$ cat src/rtl/bps_pkg.sv
// Package for the battery percent smoother: widths, reset values, register
// indexes, text constants and the percent-to-ASCII formatting function.
// Depends on nothing; every other file of the block imports it.
`default_nettype none

package bps_pkg;

   // Depth of the sample ring and the field widths.
   localparam int SAMPLES  = 8;
   localparam int MV_W     = 13;
   localparam int PCT_W    = 7;
   localparam int LEN_W    = 3;
   localparam int CHAR_W   = 7;

   // Derived datapath widths.
   localparam int SLOT_W   = (SAMPLES > 1) ? $clog2(SAMPLES) : 1;
   localparam int COUNT_W  = $clog2(SAMPLES + 1);
   localparam int SUM_W    = MV_W + COUNT_W;
   localparam int DEN_W    = SUM_W + 1;
   localparam int NUM_W    = SUM_W + 10;
   localparam int REM_W    = DEN_W + 7;
   localparam int QUOT_W   = 7;
   localparam int STEP_W   = 3;

   // Configuration port.
   localparam int CSR_INDEX_W = 1;
   localparam int CSR_DATA_W  = MV_W;
   localparam logic [CSR_INDEX_W-1:0] CSR_EMPTY_MV = 1'd0;
   localparam logic [CSR_INDEX_W-1:0] CSR_FULL_MV  = 1'd1;

   localparam logic [MV_W-1:0] EMPTY_MV_RESET = 13'd3300;
   localparam logic [MV_W-1:0] FULL_MV_RESET  = 13'd4200;

   // Percent codes.
   localparam logic [PCT_W-1:0] PCT_NONE = 7'd127;
   localparam logic [PCT_W-1:0] PCT_FULL = 7'd100;
   localparam logic [PCT_W-1:0] PCT_ZERO = 7'd0;
   localparam logic [PCT_W-1:0] PCT_TEN  = 7'd10;

   // ASCII characters used in the text.
   localparam logic [CHAR_W-1:0] CHAR_DIGIT_ZERO = 7'h30;
   localparam logic [CHAR_W-1:0] CHAR_DIGIT_ONE  = 7'h31;
   localparam logic [CHAR_W-1:0] CHAR_PERCENT    = 7'h25;
   localparam logic [CHAR_W-1:0] CHAR_NONE       = 7'h00;

   localparam logic [LEN_W-1:0] LEN_ONE_DIGIT    = 3'd2;
   localparam logic [LEN_W-1:0] LEN_TWO_DIGITS   = 3'd3;
   localparam logic [LEN_W-1:0] LEN_THREE_DIGITS = 3'd4;

   typedef struct packed {
      logic [LEN_W-1:0]  text_length;
      logic [CHAR_W-1:0] char_first;
      logic [CHAR_W-1:0] char_second;
      logic [CHAR_W-1:0] char_third;
      logic [CHAR_W-1:0] char_fourth;
   } text_type;

   // Turns a percent of 0..100 into its ASCII text with a trailing sign.
   function automatic text_type bps_format(input logic [PCT_W-1:0] pct);
      logic [3:0]       tens;
      logic [PCT_W-1:0] ones;
      text_type         t;
      tens = 4'd0;
      for (int k = 1; k <= 9; k++) begin
         if (pct >= PCT_W'(10 * k)) begin
            tens = 4'(k);
         end
      end
      ones = pct - ({3'd0, tens} * PCT_TEN);
      t = '0;
      if (pct >= PCT_FULL) begin
         t.text_length = LEN_THREE_DIGITS;
         t.char_first  = CHAR_DIGIT_ONE;
         t.char_second = CHAR_DIGIT_ZERO;
         t.char_third  = CHAR_DIGIT_ZERO;
         t.char_fourth = CHAR_PERCENT;
      end else if (pct >= PCT_TEN) begin
         t.text_length = LEN_TWO_DIGITS;
         t.char_first  = CHAR_DIGIT_ZERO + {3'd0, tens};
         t.char_second = CHAR_DIGIT_ZERO + ones;
         t.char_third  = CHAR_PERCENT;
         t.char_fourth = CHAR_NONE;
      end else begin
         t.text_length = LEN_ONE_DIGIT;
         t.char_first  = CHAR_DIGIT_ZERO + ones;
         t.char_second = CHAR_PERCENT;
         t.char_third  = CHAR_NONE;
         t.char_fourth = CHAR_NONE;
      end
      return t;
   endfunction

endpackage

`default_nettype wire

$ cat src/rtl/bps_channel_if.sv
// Channel interfaces of the battery percent smoother: the sample request
// channel and the percent response channel. Depends on bps_pkg.
`default_nettype none

interface bps_req_if;
   import bps_pkg::*;

   logic            valid;
   logic            ready;
   logic [MV_W-1:0] sample_mv;
   logic            force_req;

   modport source (output valid, output sample_mv, output force_req, input ready);
   modport sink   (input valid, input sample_mv, input force_req, output ready);
endinterface

interface bps_rsp_if;
   import bps_pkg::*;

   logic              valid;
   logic              ready;
   logic [PCT_W-1:0]  percent;
   logic [LEN_W-1:0]  text_length;
   logic [CHAR_W-1:0] char_first;
   logic [CHAR_W-1:0] char_second;
   logic [CHAR_W-1:0] char_third;
   logic [CHAR_W-1:0] char_fourth;

   modport source (output valid, output percent, output text_length, output char_first,
                   output char_second, output char_third, output char_fourth, input ready);
   modport sink   (input valid, input percent, input text_length, input char_first,
                   input char_second, input char_third, input char_fourth, output ready);
endinterface

`default_nettype wire

$ cat src/rtl/battery_percent_smoother_unit.sv
// Top level of the battery percent smoother: sample ring memory, summing
// sweep, scaling, restoring divider and the response register.
// Depends on bps_pkg and the channel interfaces in bps_channel_if.
`default_nettype none

// Each request transaction writes one millivolt sample into an eight-entry
// ring memory, then the block sweeps the filled entries through the memory's
// single read port to form their sum, maps the average from empty_mv to
// full_mv onto 0..100 percent (rounded half up, clamped) with a seven-step
// restoring divider, and returns a response transaction with the percent and
// its ASCII text when the percent changed or force_req was set. A sample passes
// through the read sweep over the n filled entries (1..8), then the scaling,
// offset and bounds stages, the divider and the result stage. A result that
// clamps in the bounds stage skips the divider, and a span that is not
// positive also skips the bounds stage.
// A new request is taken once the previous one is finished;
// a finished response waits in its own register and does not hold the
// request side, unless a second response is due before the first is taken.
// No clearing pass follows reset: only entries already written are read.
module battery_percent_smoother_unit (
   input  wire logic                            clock,
   input  wire logic                            reset,
   bps_req_if.sink                              req_chan,
   bps_rsp_if.source                            rsp_chan,
   input  wire logic                            csr_write_enable,
   input  wire logic [bps_pkg::CSR_INDEX_W-1:0] csr_index,
   input  wire logic [bps_pkg::CSR_DATA_W-1:0]  csr_write_data
);
   import bps_pkg::*;

   typedef enum logic [6:0] {
      ST_IDLE   = 7'b0000001,
      ST_SUM    = 7'b0000010,
      ST_SCALE  = 7'b0000100,
      ST_OFFSET = 7'b0001000,
      ST_BOUND  = 7'b0010000,
      ST_DIV    = 7'b0100000,
      ST_DONE   = 7'b1000000
   } state_type;

   localparam logic signed [NUM_W-1:0] PCT_SCALE_NUM = NUM_W'(200);

   // Control registers.
   state_type          state_ff, state_in;
   logic [SLOT_W-1:0]  slot_ff, slot_in;
   logic [COUNT_W-1:0] count_ff, count_in;
   logic [PCT_W-1:0]   last_ff, last_in;
   logic               rsp_valid_ff, rsp_valid_in;
   logic               pend_ff;
   logic [MV_W-1:0]    empty_ff, full_ff;

   // Datapath registers.
   logic [MV_W-1:0]          mem [SAMPLES];
   logic [MV_W-1:0]          rd_data_ff;
   logic [COUNT_W-1:0]       addr_ff;
   logic [SUM_W-1:0]         acc_ff;
   logic                     force_ff;
   logic [SUM_W-1:0]         lo_prod_ff;
   logic [SUM_W-1:0]         span_prod_ff;
   logic                     span_pos_ff;
   logic signed [NUM_W-1:0]  scaled_ff;
   logic [DEN_W-1:0]         den_ff;
   logic [REM_W-1:0]         rem_ff;
   logic [REM_W-1:0]         dsh_ff;
   logic [QUOT_W-1:0]        quot_ff;
   logic [STEP_W-1:0]        step_ff;
   logic [PCT_W-1:0]         pct_ff;
   text_type                 text_ff;
   logic [PCT_W-1:0]         percent_ff;

   // Combinational datapath.
   logic                     req_accept;
   logic                     issue;
   logic [SUM_W-1:0]         count_ext;
   logic [SUM_W-1:0]         empty_ext;
   logic [MV_W-1:0]          span_mv;
   logic signed [SUM_W:0]    diff;
   logic signed [NUM_W-1:0]  diff_ext;
   logic signed [NUM_W-1:0]  num;
   logic signed [NUM_W-1:0]  bound;
   logic [REM_W:0]           trial;
   logic [QUOT_W-1:0]        quot_next;
   logic                     emit;
   logic                     out_free;
   logic                     rsp_load;

   assign req_chan.ready = (state_ff == ST_IDLE);
   assign req_accept     = req_chan.valid && req_chan.ready;
   assign issue          = (addr_ff < count_ff);

   assign count_ext = SUM_W'(count_ff);
   assign empty_ext = SUM_W'(empty_ff);
   assign span_mv   = full_ff - empty_ff;

   assign diff      = $signed({1'b0, acc_ff}) - $signed({1'b0, lo_prod_ff});
   assign diff_ext  = NUM_W'(diff);
   assign num       = scaled_ff + $signed(NUM_W'(span_prod_ff));
   assign bound     = $signed(NUM_W'({den_ff, 7'd0}));

   assign trial     = {1'b0, rem_ff} - {1'b0, dsh_ff};
   assign quot_next = {quot_ff[QUOT_W-2:0], ~trial[REM_W]};

   assign emit      = force_ff || (pct_ff != last_ff);
   assign out_free  = !rsp_valid_ff || rsp_chan.ready;
   assign rsp_load  = (state_ff == ST_DONE) && emit && out_free;

   // Sequencer for one sample.
   always_comb begin
      state_in = state_ff;
      case (state_ff)
         ST_IDLE: begin
            if (req_accept) state_in = ST_SUM;
         end
         ST_SUM: begin
            if (!issue && !pend_ff) state_in = ST_SCALE;
         end
         ST_SCALE: begin
            state_in = ST_OFFSET;
         end
         ST_OFFSET: begin
            state_in = span_pos_ff ? ST_BOUND : ST_DONE;
         end
         ST_BOUND: begin
            if (num <= 0 || num >= bound) state_in = ST_DONE;
            else state_in = ST_DIV;
         end
         ST_DIV: begin
            if (step_ff == '0) state_in = ST_DONE;
         end
         ST_DONE: begin
            if (!emit || out_free) state_in = ST_IDLE;
         end
         default: begin
            state_in = ST_IDLE;
         end
      endcase
   end

   // Ring pointer, fill count, last emitted percent and response valid.
   always_comb begin
      slot_in  = slot_ff;
      count_in = count_ff;
      if (req_accept) begin
         slot_in = (slot_ff == SLOT_W'(SAMPLES - 1)) ? '0 : slot_ff + 1'b1;
         if (count_ff < COUNT_W'(SAMPLES)) count_in = count_ff + 1'b1;
      end
      last_in      = rsp_load ? pct_ff : last_ff;
      rsp_valid_in = rsp_load || (rsp_valid_ff && !rsp_chan.ready);
   end

   always_ff @(posedge clock) begin
      if (reset) begin
         state_ff     <= ST_IDLE;
         slot_ff      <= '0;
         count_ff     <= '0;
         last_ff      <= PCT_NONE;
         rsp_valid_ff <= 1'b0;
      end else begin
         state_ff     <= state_in;
         slot_ff      <= slot_in;
         count_ff     <= count_in;
         last_ff      <= last_in;
         rsp_valid_ff <= rsp_valid_in;
      end
   end

   // Configuration registers.
   always_ff @(posedge clock) begin
      if (reset) begin
         empty_ff <= EMPTY_MV_RESET;
         full_ff  <= FULL_MV_RESET;
      end else if (csr_write_enable) begin
         case (csr_index)
            CSR_EMPTY_MV: empty_ff <= csr_write_data;
            CSR_FULL_MV:  full_ff  <= csr_write_data;
            default: ;
         endcase
      end
   end

   // Sample memory: one write port, one registered read port.
   always_ff @(posedge clock) begin
      if (req_accept) mem[slot_ff] <= req_chan.sample_mv;
      rd_data_ff <= mem[addr_ff[SLOT_W-1:0]];
   end

   // Read sweep marker: the read issued last cycle has data this cycle.
   always_ff @(posedge clock) begin
      if (reset) begin
         pend_ff <= 1'b0;
      end else if (state_ff == ST_SUM) begin
         pend_ff <= issue;
      end else begin
         pend_ff <= 1'b0;
      end
   end

   // Arithmetic datapath, one stage per state.
   always_ff @(posedge clock) begin
      case (state_ff)
         ST_IDLE: begin
            if (req_accept) begin
               force_ff <= req_chan.force_req;
               addr_ff  <= '0;
               acc_ff   <= '0;
            end
         end
         ST_SUM: begin
            if (issue) addr_ff <= addr_ff + 1'b1;
            if (pend_ff) acc_ff <= acc_ff + SUM_W'(rd_data_ff);
         end
         ST_SCALE: begin
            // Count times the empty level, and count times the span.
            lo_prod_ff   <= count_ext * empty_ext;
            span_prod_ff <= count_ext * SUM_W'(span_mv);
            span_pos_ff  <= (full_ff > empty_ff);
         end
         ST_OFFSET: begin
            // With no positive span the percent is all or nothing.
            pct_ff    <= (diff >= 0) ? PCT_FULL : PCT_ZERO;
            scaled_ff <= diff_ext * PCT_SCALE_NUM;
            den_ff    <= {span_prod_ff, 1'b0};
         end
         ST_BOUND: begin
            // Values at or below zero clamp low; quotients of 128 or more clamp high.
            if (num <= 0) begin
               pct_ff <= PCT_ZERO;
            end else if (num >= bound) begin
               pct_ff <= PCT_FULL;
            end
            rem_ff  <= REM_W'(num);
            dsh_ff  <= REM_W'({den_ff, 6'd0});
            step_ff <= STEP_W'(QUOT_W - 1);
            quot_ff <= '0;
         end
         ST_DIV: begin
            // Restoring division, one quotient bit per cycle, MSB first.
            if (!trial[REM_W]) rem_ff <= trial[REM_W-1:0];
            dsh_ff  <= dsh_ff >> 1;
            quot_ff <= quot_next;
            step_ff <= step_ff - 1'b1;
            if (step_ff == '0) begin
               pct_ff <= (quot_next > PCT_FULL) ? PCT_FULL : quot_next;
            end
         end
         ST_DONE: begin
            if (rsp_load) begin
               percent_ff <= pct_ff;
               text_ff    <= bps_format(pct_ff);
            end
         end
         default: ;
      endcase
   end

   // Response channel.
   assign rsp_chan.valid       = rsp_valid_ff;
   assign rsp_chan.percent     = percent_ff;
   assign rsp_chan.text_length = text_ff.text_length;
   assign rsp_chan.char_first  = text_ff.char_first;
   assign rsp_chan.char_second = text_ff.char_second;
   assign rsp_chan.char_third  = text_ff.char_third;
   assign rsp_chan.char_fourth = text_ff.char_fourth;

endmodule

`default_nettype wire

$ cat src/flat_wrapper.sv
// flat-port wrapper written by rule: the top's interface ports become plain ports
module battery_percent_smoother_unit_flat import bps_pkg::*;
  (clock, reset, csr_write_enable, csr_index, csr_write_data, req_chan_valid, req_chan_sample_mv, req_chan_force_req, req_chan_ready, rsp_chan_valid, rsp_chan_percent, rsp_chan_text_length, rsp_chan_char_first, rsp_chan_char_second, rsp_chan_char_third, rsp_chan_char_fourth, rsp_chan_ready);
  bps_req_if req_chan_i ();
  bps_rsp_if rsp_chan_i ();
  input  wire logic clock;
  input  wire logic reset;
  input  wire logic csr_write_enable;
  input  wire logic [bps_pkg::CSR_INDEX_W-1:0] csr_index;
  input  wire logic [bps_pkg::CSR_DATA_W-1:0] csr_write_data;
  input wire logic [$bits(req_chan_i.valid)-1:0] req_chan_valid;
  input wire logic [$bits(req_chan_i.sample_mv)-1:0] req_chan_sample_mv;
  input wire logic [$bits(req_chan_i.force_req)-1:0] req_chan_force_req;
  output wire logic [$bits(req_chan_i.ready)-1:0] req_chan_ready;
  output wire logic [$bits(rsp_chan_i.valid)-1:0] rsp_chan_valid;
  output wire logic [$bits(rsp_chan_i.percent)-1:0] rsp_chan_percent;
  output wire logic [$bits(rsp_chan_i.text_length)-1:0] rsp_chan_text_length;
  output wire logic [$bits(rsp_chan_i.char_first)-1:0] rsp_chan_char_first;
  output wire logic [$bits(rsp_chan_i.char_second)-1:0] rsp_chan_char_second;
  output wire logic [$bits(rsp_chan_i.char_third)-1:0] rsp_chan_char_third;
  output wire logic [$bits(rsp_chan_i.char_fourth)-1:0] rsp_chan_char_fourth;
  input wire logic [$bits(rsp_chan_i.ready)-1:0] rsp_chan_ready;
  assign req_chan_i.valid = req_chan_valid;
  assign req_chan_i.sample_mv = req_chan_sample_mv;
  assign req_chan_i.force_req = req_chan_force_req;
  assign req_chan_ready = req_chan_i.ready;
  assign rsp_chan_valid = rsp_chan_i.valid;
  assign rsp_chan_percent = rsp_chan_i.percent;
  assign rsp_chan_text_length = rsp_chan_i.text_length;
  assign rsp_chan_char_first = rsp_chan_i.char_first;
  assign rsp_chan_char_second = rsp_chan_i.char_second;
  assign rsp_chan_char_third = rsp_chan_i.char_third;
  assign rsp_chan_char_fourth = rsp_chan_i.char_fourth;
  assign rsp_chan_i.ready = rsp_chan_ready;
  battery_percent_smoother_unit u_core (.clock(clock), .reset(reset), .req_chan(req_chan_i), .rsp_chan(rsp_chan_i), .csr_write_enable(csr_write_enable), .csr_index(csr_index), .csr_write_data(csr_write_data));
endmodule
$ cat config.mk
export PLATFORM = sky130hd
export DESIGN_NAME = battery_percent_smoother_unit_flat
export DESIGN_NICKNAME = d
export VERILOG_FILES = /design/src/rtl/bps_pkg.sv /design/src/rtl/bps_channel_if.sv /design/src/rtl/battery_percent_smoother_unit.sv /design/src/flat_wrapper.sv
export SDC_FILE = /design/constraint.sdc
export NUM_CORES = 1
export LEC_CHECK = 0
export ABC_CLOCK_PERIOD_IN_PS = 6290
export BUFFER_PORTS_ARGS = -buffer_cell sky130_fd_sc_hd__buf_2
export CORE_ASPECT_RATIO = 1.4
export CORE_UTILIZATION = 45
export CTS_BUF_LIST = sky130_fd_sc_hd__clkbuf_8
export DETAILED_ROUTE_END_ITERATION = 12
export SYNTH_ARGS = -nofsm -noshare
export SYNTH_HDL_FRONTEND = slang
export SYNTH_SLANG_ARGS = --single-unit
$ cat constraint.sdc
create_clock -name clock -period 6.29 [get_ports clock]
set_clock_uncertainty 0.15 [all_clocks]
set_input_delay 0.629 -clock clock [delete_from_list [all_inputs] [get_ports clock]]
set_output_delay 0.629 -clock clock [all_outputs]
set_load 0.01 [all_outputs]
==> results.py <==
metrics = {
    "status": {
        "status": "finished clean",
    },
    "critical_path": {
        "slowest_delay_ps": 520,
        "critPathSlowestCell": "fa_1",
        "endpoint_kind": "register",
        "worstSetupPathType": "reg -> reg",
        "arrival_ps": 6140,
        "regToRegSetupSlack_ps": 410,
        "start_kind": "register",
        "required_ps": 6540,
        "path_max_fanout": 4,
    },
    "yosys": {
        "netlist_area_sq_mm": 0.0227,
        "ys_seq_area_share_pct": 44.0,
        "synth_cells": 2120,
        "ys_types": 77,
        "synth-edff-count": 292,
        "ys_ff_latch": 354,
        "synth.avg_cell_area_sq_um": 10.7,
        "synth_flop_cell": "edfxtp_1",
        "synthArstFlopShare_pct": 0,
        "synth_warnings": 0,
    },
    "clocking": {
        "clockBufferDepth": 3,
        "cts_tree": "done",
        "h-tree-depth": 2,
        "cts-root-buf": "clkbuf_8",
        "cts_setup_buffers": 0,
        "numClockSinks": 354,
        "insertion_delay_ps": 690,
        "clk_pin_slew_ps": 60,
        "cts_made_buffers": 57,
    },
    "sta": {
        "setup_ws_ps": 408,
        "finalCriticalPeriod_ps": 5880,
        "setup_tns_ps": 0,
        "hold_viol": 0,
        "slew_headroom_pct": 25.5,
        "setup_viol": 0,
        "worst_pin_slew_ps": 1100,
        "holdWs_ps": 55.6,
        "post-route-period-util_pct": 93.5,
        "max_freq_mhz": 170,
        "drv_slew": 0,
    },
    "die": {
        "die_area_sq_mm": 0.0514,
        "die_h_microns": 268,
        "start_util_pct": 45.5,
        "core.rowCount": 97,
        "coreArea_sq_mm": 0.0500,
        "die_w_microns": 192,
        "ios": 73,
    },
    "finish": {
        "nets": 2529,
        "design_area_sq_mm": 0.0252,
        "area_growth_pct": 10.7,
        "utilization_pct": 50.3,
        "fill_cells": 4610,
        "drive_gt1_share_pct": 11.3,
    },
    "job": {
        "max_cap_viol_count": 0,
    },
    "grt": {
        "grt_max_degree": 50,
        "met2_usage_pct": 37.9,
        "grt_use_total_pct": 19.7,
        "grt-busiest-layer": "met2",
        "grt_pass1_wl_mm": 79.9,
        "antenna_found_initial": 1,
        "grtUsageMet1_pct": 21.2,
        "grtUsageMet3_pct": 2.94,
        "gr-total-overflow": 0,
        "grt_pass1_vias": 15994,
    },
    "placement": {
        "place_ws_ps": 253,
        "place_hpwl_mm": 36.7,
        "place_congestion": 0.883,
        "io_buffers": 65,
        "dpl_cell_area_sq_mm": 0.0238,
    },
    "route": {
        "viasPerCell": 5.34,
        "ant_nets": 0,
        "drt_iter0_markers": 627,
        "vias": 15520,
        "drcViolationCount": 0,
        "wl_per_cell_microns": 16.7,
        "drt-total-wl_mm": 48.6,
        "firstDrtPassIters": 4,
    },
    "min_path": {
        "hold_path_class": "in -> reg",
    },
    "pwr": {
        "peakVddDrop_v": 0.000254,
        "leakage_nw": 10.8,
        "p_per_area_mw_per_mm2": 383,
    },
}
[power breakdown]
part / internal [mW] / switching [mW]
registers: 2.92 / 0.0968
clock network: 1.21 / 0.974
logic: 1.99 / 2.45
total: 6.11 / 3.52
[sequential cells by signal (all words and copies together) (netlist names), 13 cells and up]
name and flops:
u_core.mem 104, u_core.den_ff 17, u_core.full_ff 13, u_core.rem_ff 25
u_core.acc_ff 17, u_core.empty_ff 13, u_core.lo_prod_ff 17, u_core.span_prod_ff 17
u_core.dsh_ff 24, u_core.scaled_ff 24, u_core.rd_data_ff 13
[path summary, 6_finish.rpt]
| kind | to | startpoint | cells past startpoint |
|---|---|---|---|
| hold / removal | u_core.empty_ff[5] | csr_write_data[5] | 2 |
| setup reg to reg | u_core.scaled_ff[26] | u_core.acc_ff[1] | 25 |
| setup / recovery | u_core.scaled_ff[26] | u_core.acc_ff[1] | 25 |
| hold reg to reg | u_core.full_ff[9] | u_core.full_ff[9] | 2 |
[through the flow]
| stage | std cells | total power [mW] |
|---|---|---|
| 2_1_floorplan | 2126 | 6.49 |
| 3_3_place_gp | 2789 | 7.37 |
| 3_5_place_dp | 2789 | 7.44 |
| 4_1_cts | 2904 | 9.69 |
| 5_1_grt | 2905 | 10.4 |
| 6_report | 2905 | 9.63 |
[layout make-up]
type / instances / area [sq um] / area share [%]
multi-input cells: 1468 / 11600 / 46.2
flip-flops and latches: 354 / 10000 / 39.8
inverters: 236 / 886 / 3.52
well taps: 643 / 805 / 3.20
clock buffers: 58 / 798 / 3.17
repair buffers: 95 / 568 / 2.26
clock inverters: 50 / 464 / 1.84
diodes: 1 / 2.50 / 0.00994
[routing by layer]
layer  share of wire (%)  vias to the layer above
met4                 3.6                        0
met2                  54                      220
met3                 2.9                       97
met5                   0                        -
met1                  39                     7499
li1                    -                     7704
[worst max-delay path: cells and delay by family (launching register included)]
| family | cells | cell delay (ps) |
|---|---|---|
| AO/OA/AOI/OAI | 12 | 2450 |
| XOR/XNOR | 1 | 140 |
| adder cells (fa/ha/maj) | 5 | 1740 |
| buffers and inverters | 2 | 90 |
| flip-flops | 1 | 420 |
| multiplexers | 1 | 280 |
| AND/OR/NAND/NOR | 4 | 340 |
[cell families after synthesis]
family | synth area share (%)
DFF | 44.0
other | 0.0165
and+or+nand+nor | 12.5
buffers and inverters | 5.23
AOI/OAI and AO/OA | 11.9
adders and majority gates | 17.8
xor gates and xnor gates | 5.01
muxes | 3.46
[layout by cell type (no fill, tap or decap), types with 18 or more instances in the layout]
cell type / Yosys / layout
a211o_1: 22 / 22
a21o_1: 41 / 41
a21oi_1: 110 / 109
and2_1: 47 / 47
and3_1: 20 / 20
buf_2: 0 / 65
buf_4: 13 / 23
clkbuf_8: 0 / 58
dfxtp_1: 62 / 62
edfxtp_1: 292 / 292
fa_1: 67 / 67
ha_1: 217 / 217
inv_1: 235 / 244
mux4_2: 26 / 26
nand2_1: 203 / 203
nand2b_1: 18 / 18
nand3_1: 25 / 25
nor2_1: 139 / 136
nor2b_1: 27 / 26
nor3_1: 38 / 34
o21a_1: 23 / 23
o21ai_0: 86 / 83
xnor2_1: 74 / 73
xor2_1: 56 / 56
[timing repair]
| action | CTS | global route |
|---|---|---|
| hold endpoints to repair | 26 | 0 |
| gates resized for setup | 0 | 8 |
| endpoints found under the setup margin | 0 | 3 |
| hold buffers | 7 | 0 |
[cells in the mapped netlist, drive strengths merged (5+ instances only)]
library cell  number  area share [%]
a21oi            111             2.5
nor2             139             2.3
fa                67             5.9
inv              236             3.9
o21bai            12            0.40
a2111oi            6            0.29
xor2              56             2.2
or2               14            0.40
nor3b              7            0.23
a211oi            11            0.36
ha               217              12
nand2            203             3.4
a31oi             17            0.53
nand4b             5            0.19
or3               11            0.30
o21ai             87             1.9
a21o              41             1.4
nand2b            18            0.50
edfxtp           292              39
mux2              16            0.79
o21a              23            0.76
o211ai             8            0.26
nand3b            10            0.33
dfxtp             62             5.5
o211a              5            0.22
a211o             22            0.85
and3              20            0.55
clkbuf            48            0.79
nor4               8            0.22
nor2b             27            0.74
buf               20            0.54
o31ai             12            0.40
nor3              38            0.84
mux4              26             2.6
a21boi             8            0.26
nand4             10            0.28
nand3             25            0.55
a31o               5            0.19
and2              47             1.3
xnor2             74             2.9
(Power assumes the default switching activity.)
